--- src/hw/rtl/fsp_pkg.sv ---
// ----------------------------------------------------------------------------
// fsp_pkg
// Shared types, character codes and helpers for the format specifier parser.
// ----------------------------------------------------------------------------
package fsp_pkg;

  // Accumulator precision; reported values are limited to 16 bits.
  localparam int NUMBER_BITS = 16;
  localparam int FIELD_W     = 16;
  localparam int ACC_W       = (NUMBER_BITS > FIELD_W) ? FIELD_W : NUMBER_BITS;

  localparam logic [7:0] CH_NUL   = 8'h00;
  localparam logic [7:0] CH_HASH  = 8'h23;
  localparam logic [7:0] CH_SPACE = 8'h20;
  localparam logic [7:0] CH_ZERO  = 8'h30;
  localparam logic [7:0] CH_NINE  = 8'h39;
  localparam logic [7:0] CH_PLUS  = 8'h2b;
  localparam logic [7:0] CH_MINUS = 8'h2d;
  localparam logic [7:0] CH_DOT   = 8'h2e;
  localparam logic [7:0] CH_H     = 8'h68;
  localparam logic [7:0] CH_L     = 8'h6c;
  localparam logic [7:0] CH_Z     = 8'h7a;
  localparam logic [7:0] CH_J     = 8'h6a;

  // Flag bit positions
  localparam int FLAG_ALT   = 0;
  localparam int FLAG_SPACE = 1;
  localparam int FLAG_ZERO  = 2;
  localparam int FLAG_PLUS  = 3;
  localparam int FLAG_MINUS = 4;

  typedef enum logic [2:0] {
    SIZE_NONE = 3'd0,
    SIZE_HH   = 3'd1,
    SIZE_H    = 3'd2,
    SIZE_LL   = 3'd3,
    SIZE_L    = 3'd4,
    SIZE_Z    = 3'd5,
    SIZE_J    = 3'd6
  } size_code_t;

  typedef enum logic [1:0] {
    PEND_NONE = 2'd0,
    PEND_H    = 2'd1,
    PEND_L    = 2'd2
  } pend_t;

  typedef enum logic [1:0] {
    MODE_NONE  = 2'd0,
    MODE_WIDTH = 2'd1,
    MODE_PREC  = 2'd2
  } mode_t;

  typedef struct packed {
    logic [7:0] ch;
    logic       start_req;
  } in_item_t;

  typedef struct packed {
    logic         alt_flag;
    logic         space_sign;
    logic         zero_pad;
    logic         plus_sign;
    logic         left_justify;
    logic [15:0]  field_width;
    logic [15:0]  prec_value;
    logic         prec_seen;
    logic [2:0]   size_code;
    logic [7:0]   conversion;
    logic         ended_by_nul;
  } out_item_t;

  typedef struct packed {
    logic [4:0]       flag_bits;
    logic [ACC_W-1:0] width_acc;
    logic [ACC_W-1:0] prec_acc;
    logic             prec_flag;
    size_code_t       size_sel;
    pend_t            pending_letter;
    mode_t            digit_mode;
  } spec_state_t;

  // Conversion letters: s d i c % u n o e E x X p G g S D C O U
  function automatic logic is_conversion(logic [7:0] c);
    logic hit;
    hit = 1'b0;
    case (c)
      8'h73, 8'h64, 8'h69, 8'h63, 8'h25, 8'h75, 8'h6e, 8'h6f, 8'h65, 8'h45,
      8'h78, 8'h58, 8'h70, 8'h47, 8'h67, 8'h53, 8'h44, 8'h43, 8'h4f, 8'h55:
        hit = 1'b1;
      default: hit = 1'b0;
    endcase
    return hit;
  endfunction

  // acc * 10 + digit, saturating at all ones
  function automatic logic [ACC_W-1:0] acc_push(logic [ACC_W-1:0] acc, logic [3:0] d);
    logic [ACC_W+3:0] wide;
    logic [ACC_W+3:0] v;
    wide = {4'b0000, acc};
    v = (wide << 3) + (wide << 1) + {{ACC_W{1'b0}}, d};
    return (v[ACC_W+3:ACC_W] != 4'b0000) ? {ACC_W{1'b1}} : v[ACC_W-1:0];
  endfunction

endpackage

--- src/hw/rtl/format_spec_parser_top.sv ---
// ----------------------------------------------------------------------------
// format_spec_parser_top
// Printf conversion specification parser, one format byte per beat.
// ----------------------------------------------------------------------------
// Pipeline: each input beat is held in the input register, then decoded
//   into the result register.
// Throughput: one byte per cycle; the decode stage stalls only while a
//   finished record waits in the result register.
// Reset: rst clears both stage valids and the record state.
module format_spec_parser_top (
  input  logic               clk,
  input  logic               rst,
  input  logic               in_valid,
  output logic               in_ready,
  input  fsp_pkg::in_item_t  in_data,
  output logic               out_valid,
  input  logic               out_ready,
  output fsp_pkg::out_item_t out_data
);

  fsp_pkg::in_item_t    in_q;
  logic                 in_q_valid;
  fsp_pkg::spec_state_t spec_st;
  fsp_pkg::spec_state_t spec_st_next;
  fsp_pkg::out_item_t   res;
  fsp_pkg::out_item_t   out_q;
  logic                 out_q_valid;
  logic                 emit;
  logic                 advance;

  fsp_decode u_decode (
    .st      (spec_st),
    .item    (in_q),
    .st_next (spec_st_next),
    .res     (res),
    .emit    (emit)
  );

  // Decode proceeds when the result slot is free or being drained
  assign advance   = in_q_valid && (!out_q_valid || out_ready);
  assign in_ready  = !in_q_valid || advance;
  assign out_valid = out_q_valid;
  assign out_data  = out_q;

  always_ff @(posedge clk) begin
    if (rst) begin
      in_q_valid  <= 1'b0;
      out_q_valid <= 1'b0;
      spec_st     <= '0;
    end else begin
      if (in_ready) begin
        in_q_valid <= in_valid;
      end
      if (advance) begin
        spec_st     <= spec_st_next;
        out_q_valid <= emit;
      end else if (out_ready) begin
        out_q_valid <= 1'b0;
      end
    end
  end

  always_ff @(posedge clk) begin
    if (in_valid && in_ready) begin
      in_q <= in_data;
    end
    if (advance && emit) begin
      out_q <= res;
    end
  end

endmodule

--- src/hw/rtl/fsp_decode.sv ---
// ----------------------------------------------------------------------------
// fsp_decode
// Per-byte decode: next record state and the emitted record, if any.
// ----------------------------------------------------------------------------
module fsp_decode (
  input  fsp_pkg::spec_state_t st,
  input  fsp_pkg::in_item_t    item,
  output fsp_pkg::spec_state_t st_next,
  output fsp_pkg::out_item_t   res,
  output logic                 emit
);

  fsp_pkg::spec_state_t base;
  logic                 is_digit;
  logic [3:0]           digit;

  always_comb begin
    base     = item.start_req ? '0 : st;
    is_digit = (item.ch >= fsp_pkg::CH_ZERO) && (item.ch <= fsp_pkg::CH_NINE);
    digit    = 4'(item.ch - fsp_pkg::CH_ZERO);
    emit     = (item.ch == fsp_pkg::CH_NUL) || fsp_pkg::is_conversion(item.ch);

    res.alt_flag     = base.flag_bits[fsp_pkg::FLAG_ALT];
    res.space_sign   = base.flag_bits[fsp_pkg::FLAG_SPACE];
    res.zero_pad     = base.flag_bits[fsp_pkg::FLAG_ZERO];
    res.plus_sign    = base.flag_bits[fsp_pkg::FLAG_PLUS];
    res.left_justify = base.flag_bits[fsp_pkg::FLAG_MINUS];
    res.field_width  = fsp_pkg::FIELD_W'(base.width_acc);
    res.prec_value   = fsp_pkg::FIELD_W'(base.prec_acc);
    res.prec_seen    = base.prec_flag;
    res.size_code    = base.size_sel;
    res.conversion   = item.ch;
    res.ended_by_nul = (item.ch == fsp_pkg::CH_NUL);

    st_next = base;
    if (emit) begin
      st_next = '0;
    end else begin
      st_next.pending_letter = fsp_pkg::PEND_NONE;
      // '0' is a digit only inside a run
      if (is_digit && (item.ch != fsp_pkg::CH_ZERO ||
                       base.digit_mode != fsp_pkg::MODE_NONE)) begin
        unique case (base.digit_mode)
          fsp_pkg::MODE_PREC:  st_next.prec_acc  = fsp_pkg::acc_push(base.prec_acc, digit);
          fsp_pkg::MODE_WIDTH: st_next.width_acc = fsp_pkg::acc_push(base.width_acc, digit);
          default: begin
            st_next.width_acc  = fsp_pkg::acc_push('0, digit);
            st_next.digit_mode = fsp_pkg::MODE_WIDTH;
          end
        endcase
      end else begin
        st_next.digit_mode = fsp_pkg::MODE_NONE;
        unique case (item.ch)
          fsp_pkg::CH_HASH:  st_next.flag_bits[fsp_pkg::FLAG_ALT]   = 1'b1;
          fsp_pkg::CH_SPACE: st_next.flag_bits[fsp_pkg::FLAG_SPACE] = 1'b1;
          fsp_pkg::CH_ZERO:  st_next.flag_bits[fsp_pkg::FLAG_ZERO]  = 1'b1;
          fsp_pkg::CH_PLUS:  st_next.flag_bits[fsp_pkg::FLAG_PLUS]  = 1'b1;
          fsp_pkg::CH_MINUS: st_next.flag_bits[fsp_pkg::FLAG_MINUS] = 1'b1;
          fsp_pkg::CH_DOT: begin
            st_next.prec_flag  = 1'b1;
            st_next.prec_acc   = '0;
            st_next.digit_mode = fsp_pkg::MODE_PREC;
          end
          fsp_pkg::CH_H: begin
            if (base.pending_letter == fsp_pkg::PEND_H) begin
              st_next.size_sel = fsp_pkg::SIZE_HH;
            end else begin
              st_next.size_sel       = fsp_pkg::SIZE_H;
              st_next.pending_letter = fsp_pkg::PEND_H;
            end
          end
          fsp_pkg::CH_L: begin
            if (base.pending_letter == fsp_pkg::PEND_L) begin
              st_next.size_sel = fsp_pkg::SIZE_LL;
            end else begin
              st_next.size_sel       = fsp_pkg::SIZE_L;
              st_next.pending_letter = fsp_pkg::PEND_L;
            end
          end
          fsp_pkg::CH_Z: st_next.size_sel = fsp_pkg::SIZE_Z;
          fsp_pkg::CH_J: st_next.size_sel = fsp_pkg::SIZE_J;
          default: ;
        endcase
      end
    end
  end

endmodule
--- config.mk ---
export PLATFORM = sky130hd
export DESIGN_NAME = format_spec_parser_top
export DESIGN_NICKNAME = d
export VERILOG_FILES = /design/src/hw/rtl/fsp_pkg.sv /design/src/hw/rtl/format_spec_parser_top.sv /design/src/hw/rtl/fsp_decode.sv
export SDC_FILE = /design/constraint.sdc
export NUM_CORES = 1
export LEC_CHECK = 0
export BUFFER_PORTS_ARGS = -buffer_cell sky130_fd_sc_hd__buf_2
export CAP_MARGIN = 40
export CORE_MARGIN = 3
export CORE_UTILIZATION = 34
export DETAILED_ROUTE_END_ITERATION = 10
export HOLD_SLACK_MARGIN = 0.08
export PLACE_DENSITY = 0.55
export SLEW_MARGIN = 10
export SYNTH_ARGS = -nofsm -noshare
export SYNTH_HDL_FRONTEND = slang
export SYNTH_HIERARCHICAL = 1
export SYNTH_SLANG_ARGS = --single-unit
--- constraint.sdc ---
create_clock -name clk -period 6.3 [get_ports clk]
set_input_delay 1.26 -clock clk [delete_from_list [all_inputs] [get_ports clk]]
set_output_delay 1.26 -clock clk [all_outputs]
set_load 0.02 [all_outputs]
Word level (Yosys, flattened, before mapping)
Index checks and enable logic that the tools add are counted.

word-level totals
  bits in latches = 0
  logic and storage cells = 110
  output and inout bits = 52
  bits in read-only memories = 0
  memory bits (writable) = 0
  register bits after elaboration = 106
  memories = 0

cells by class
  multiplexer cells = 28
  equal/unequal tests = 35
  divide/modulo/power cells = 0
  multiply operators = 0
  bitwise operators = 0
  magnitude comparators = 2
  shift operators = 0
  add/sub/neg operators = 5
  reduce and logical (&&, ||, !) cells = 18

operators with widths
  cell                count
  $eq 8x7->1 const B  23
  $mux 45             2
  $mux 16             5
  $eq 8x6->1 const B  7
  $add 19x17->20      2
  $add 20x4->20       2
  $pmux 16 s2         1
  $reduce_or 20->1    1
  $mux 17             1
  $pmux 3 s4          1
  $mux 2              5
  $mux 1              9
  $ge 8x6->1 const B  1
  $le 8x6->1 const B  1
  $logic_not 8->1     1
  $ne 8x6->1 const B  1
  $reduce_bool 4->1   2
  $mux 6              1
  $logic_and 1x1->1   5
  $mux 5              1
  $eq 2x1->1 const B  2
  $eq 2x2->1 const B  2
  $logic_or 1x1->1    4
  $pmux 2 s2          1
  other kinds (5)     7

Depth between registers and ports, before layout
  word-level depth = 8
  mapped depth = 20

Cells and area by module
The synthesis kept the hierarchy.

by module, submodules not included
  module                  times used  area an instance (sq um)  cells each
  format_spec_parser_top  1           3,913.8                   266
  fsp_decode              1           3,348.2                   460

Worst setup path after synthesis
Ideal clock, no wire load.

  path kind = reg-to-reg
  start = register in_q[1] (netlist bit)
  end = register out_q (netlist bit out_data[0]) (enable)
  path buffers = 2
  cell stages (with the launch flop) = 10
  data required time = 5,842 ps
  library setup time = 458 ps
  path slack = 1,816 ps
  arrival time = 4,026 ps
  path through = edfxtp_1 -> clkbuf_1 -> or4_1 -> o21ai_0 -> a22oi_1 -> a2bb2oi_1 -> nor2_1 -> clkbuf_1 -> nand2_1 -> nor2_1

between the ends
  longest elaborated chain between the ends = 5

ends and longest elaborated chain
  element                                   RTL line                      RTL
  from (decl)                               format_spec_parser_top.sv:21  fsp_pkg::in_item_t in_q;
  from (signal assigned)                    format_spec_parser_top.sv:65  in_q <= in_data;
  $eq 8x7->1 or $eq 8x6->1 (tied branches)  fsp_pkg.sv:87                 case (c)
  $reduce_or 20->1                          fsp_pkg.sv:87
  $mux 1                                    fsp_pkg.sv:87
  $logic_or 1x1->1 *                        fsp_decode.sv:21              emit = (item.ch == fsp_pkg::CH_NUL) || fsp_pkg::is_conversion(item.ch);
  via emit                                  format_spec_parser_top.sv:28  logic emit;
  $logic_and 1x1->1 *                       format_spec_parser_top.sv:67  if (advance && emit) begin
  to (signal assigned)                      format_spec_parser_top.sv:68  out_q <= res;
  to (decl)                                 format_spec_parser_top.sv:26  fsp_pkg::out_item_t out_q;

The timed path passes the listed nets; every way through them passes the cells marked *.
A chain may end at the register's enable or synchronous reset.

==> results_dict.tcl <==
set metrics [dict create \
    skew_ns 0.00857 \
    tns_ns 0 \
    cap_violations 0 \
    cts_tree "done" \
    drc 0 \
    holdBufCountCts 0 \
    fp.dieArea_mm2 0.0231 \
    clk_latency_ns 0.36 \
    hold_class "reg2reg" \
    grt_pass1_wl_um 26800 \
    place_ws_ns 1.74 \
    port_buffers 64 \
    slew_headroom_pct 51.9 \
    synth.avg_cell_area_um2 10.0 \
    worstSetupPathType "reg2reg" \
    rsz0062_at_grt "false" \
    grt.overflow.total 0 \
    cts_buffer_depth 2 \
    status "complete, no violations" \
    worstPathRequired_ns 6.53 \
    layout_common_cells "nand2b_1, ha_1, buf_2" \
    gp_congestion 0.813 \
    core_mm2 0.0206 \
    nets 850 \
    final-hold-violation-count 0 \
    drt_wl_total_um 15900 \
    netlist_area_mm2 0.00726 \
    ant_nets 0 \
    worstSetupEndpointType "flop" \
    cp.arrival_ns 4.80 \
    htreeDepth 3 \
    period_needed_ns 4.57 \
    synth-edff-count 59 \
    yosys_register_bits 106 \
    setup_viol 0 \
    grt_max_degree 93 \
    diodes 0 \
    syn-instance-count 726 \
    num_io_pins 65 \
    cts.repair.resized 0 \
    ir_drop_v 0.000130 \
    place_hpwl_um 11400 \
    grt_pass1_vias 5131 \
    reg2reg_slack_ns 1.73 \
    finalCritPeriodShare_pct 72.5 \
    leakage_uw 0.00324 \
    initialDrtViolationCount 320 \
    synth_top_area_share_pct 24.4 \
    final_common_cell "nand2b_1" \
    whs_ns 0.469 \
    power.density_mw_per_mm2 174 \
    fmaxAchievable_mhz 219 \
    dieHeight_um 152 \
    rows 52 \
    synth-main-ff-cell "edfxtp_1" \
    yosys.area.top_type "edfxtp_1" \
    die_x_um 152 \
    cts.sinks 106 \
    yosys-top-cells-area "edfxtp_1, dfxtp_1, ha_1, nand2b_1, mux2i_1" \
    drt-pass1-iter-count 5 \
    grtUsageTotal_pct 13.9 \
    cts_root_buf "clkbuf_16" \
    yosysUniqueCellTypes 64 \
    async_reset_ff_share_pct 0 \
    synth_warnings 6 \
    layout-drive-gt1-share_pct 15.1 \
    vias 5235 \
    start_util_pct 35.2 \
    cp_max_fo 15 \
    cp_cell_sequence "nor2b_1 -> inv_1 -> nor2_1 -> ha_1 -> inv_1 -> fa_1 -> nand2b_1 -> a21oi_1 -> o21ai_2 -> a31oi_2 -> nor3_1 -> o21ba_1 -> or3_1 -> o221a_1 -> a221o_1 -> nand2b_1 -> mux2i_1" \
    synth-seq-area-share_pct 37.4 \
    wire_per_inst_um 15.2 \
    worst_slack_ns 1.73 \
    critPathLaunchType "flop" \
    crit_path_max_incr_delay_ns 0.67 \
    worst_slew_pin_slew_ns 0.715 \
    synth.net_count 808 \
    slowest_stage "or3_1" \
    avgViaCountPerCell 5.02 \
    antenna_found_initial 0 \
    syn2layout_area_growth_pct 11.3 \
    postCtsSetupBuffers 0 \
    clk_pin_slew_ns 0.07 \
    drv_slew 0 \
    cts_buffers 9 \
]
[state kept, by name, indices dropped and copies added, names as in the netlist]
register,cells
in_q_valid,1
out_data,50
in_q,9
spec_st,45
out_valid,1
[power breakdown]
part	switching (µW)	internal [µW]	total (µW)	leakage, µW
Clock	273	314	586	0.000145
Combinational	46.3	32.7	79.0	0.00220
Sequential	10.4	733	743	0.000898
[synth_stat cells, types with 8 or more instances]
cell	number
nand2b_1	96
ha_1	66
edfxtp_1	59
dfxtp_1	47
nor2_1	46
mux2i_1	45
nor2b_1	43
nand2_1	34
a21oi_1	33
clkbuf_1	23
inv_1	21
o21ai_0	19
xnor2_1	19
a21o_1	14
o2bb2ai_1	12
nand3_1	11
nor3_1	11
o221a_1	11
a31oi_1	8
buf_4	8
[cell families (layout without fill, tap and decap cells)]
logic type                 Yosys count  in the layout  synth area share [%]
AOI/OAI and AO/OA                  151            151                  15.8
xor gates and xnor gates            26             26                  3.24
adders and majority gates           69             69                  12.2
buffers and inverters               65            112                  4.98
DFF                                106            106                  37.4
muxes                               46             46                  6.36
and+or+nand+nor                    263            263                  20.0
[worst max-delay path, delay by kind of cell (launching register included)]
| family | cells | cell delay (ns) |
|---|---|---|
| AND/OR/NAND/NOR | 6 | 1.63 |
| AO/OA/AOI/OAI | 6 | 1.33 |
| flip-flops | 1 | 0.60 |
| multiplexers | 1 | 0.06 |
| buffers and inverters | 2 | 0.22 |
| adder cells (fa/ha/maj) | 2 | 0.60 |
[final timing paths]
kind | to | start | cells past startpoint
min reg2reg | spec_st[37]$_SDFFE_PP0P_ | spec_st[37]$_SDFFE_PP0P_ | 2
max | spec_st[26]$_SDFFE_PP0P_ | in_q[0]$_DFFE_PP_ | 17
max reg2reg | spec_st[26]$_SDFFE_PP0P_ | in_q[0]$_DFFE_PP_ | 17
min | spec_st[37]$_SDFFE_PP0P_ | spec_st[37]$_SDFFE_PP0P_ | 2
[metrics by stage]
step	instances	util [%]	power, µW	area, µm²
after global routing	1043	39.2	1460	8080
after detailed placement	1027	37.7	839	7780
after CTS	1043	39.2	1430	8080
final	1043	39.2	1410	8080
after global placement	1024	37.4	836	7710
after floorplan	726	-	819	7260
[final cells by class]
cell class	count	area [µm²]
Clock buffer	10	229
Inverter	21	78.8
Fill cell	2039	12500
Multi-Input combinational cell	555	4200
Clock inverter	6	75.1
Timing Repair Buffer	75	447
Sequential cell	106	2710
Tap cell	270	338
[metal layers]
metal	part of all wire, %	up-vias	GRT usage [%]	routed length, µm
met4	0.82	0	2.95	130
met1	50	2480	19.0	7890
met3	2.7	8	2.93	426
met2	47	59	23.0	7440
met5	0	-	0	0
li1	-	2688	-	-
(Power assumes the default switching activity.)
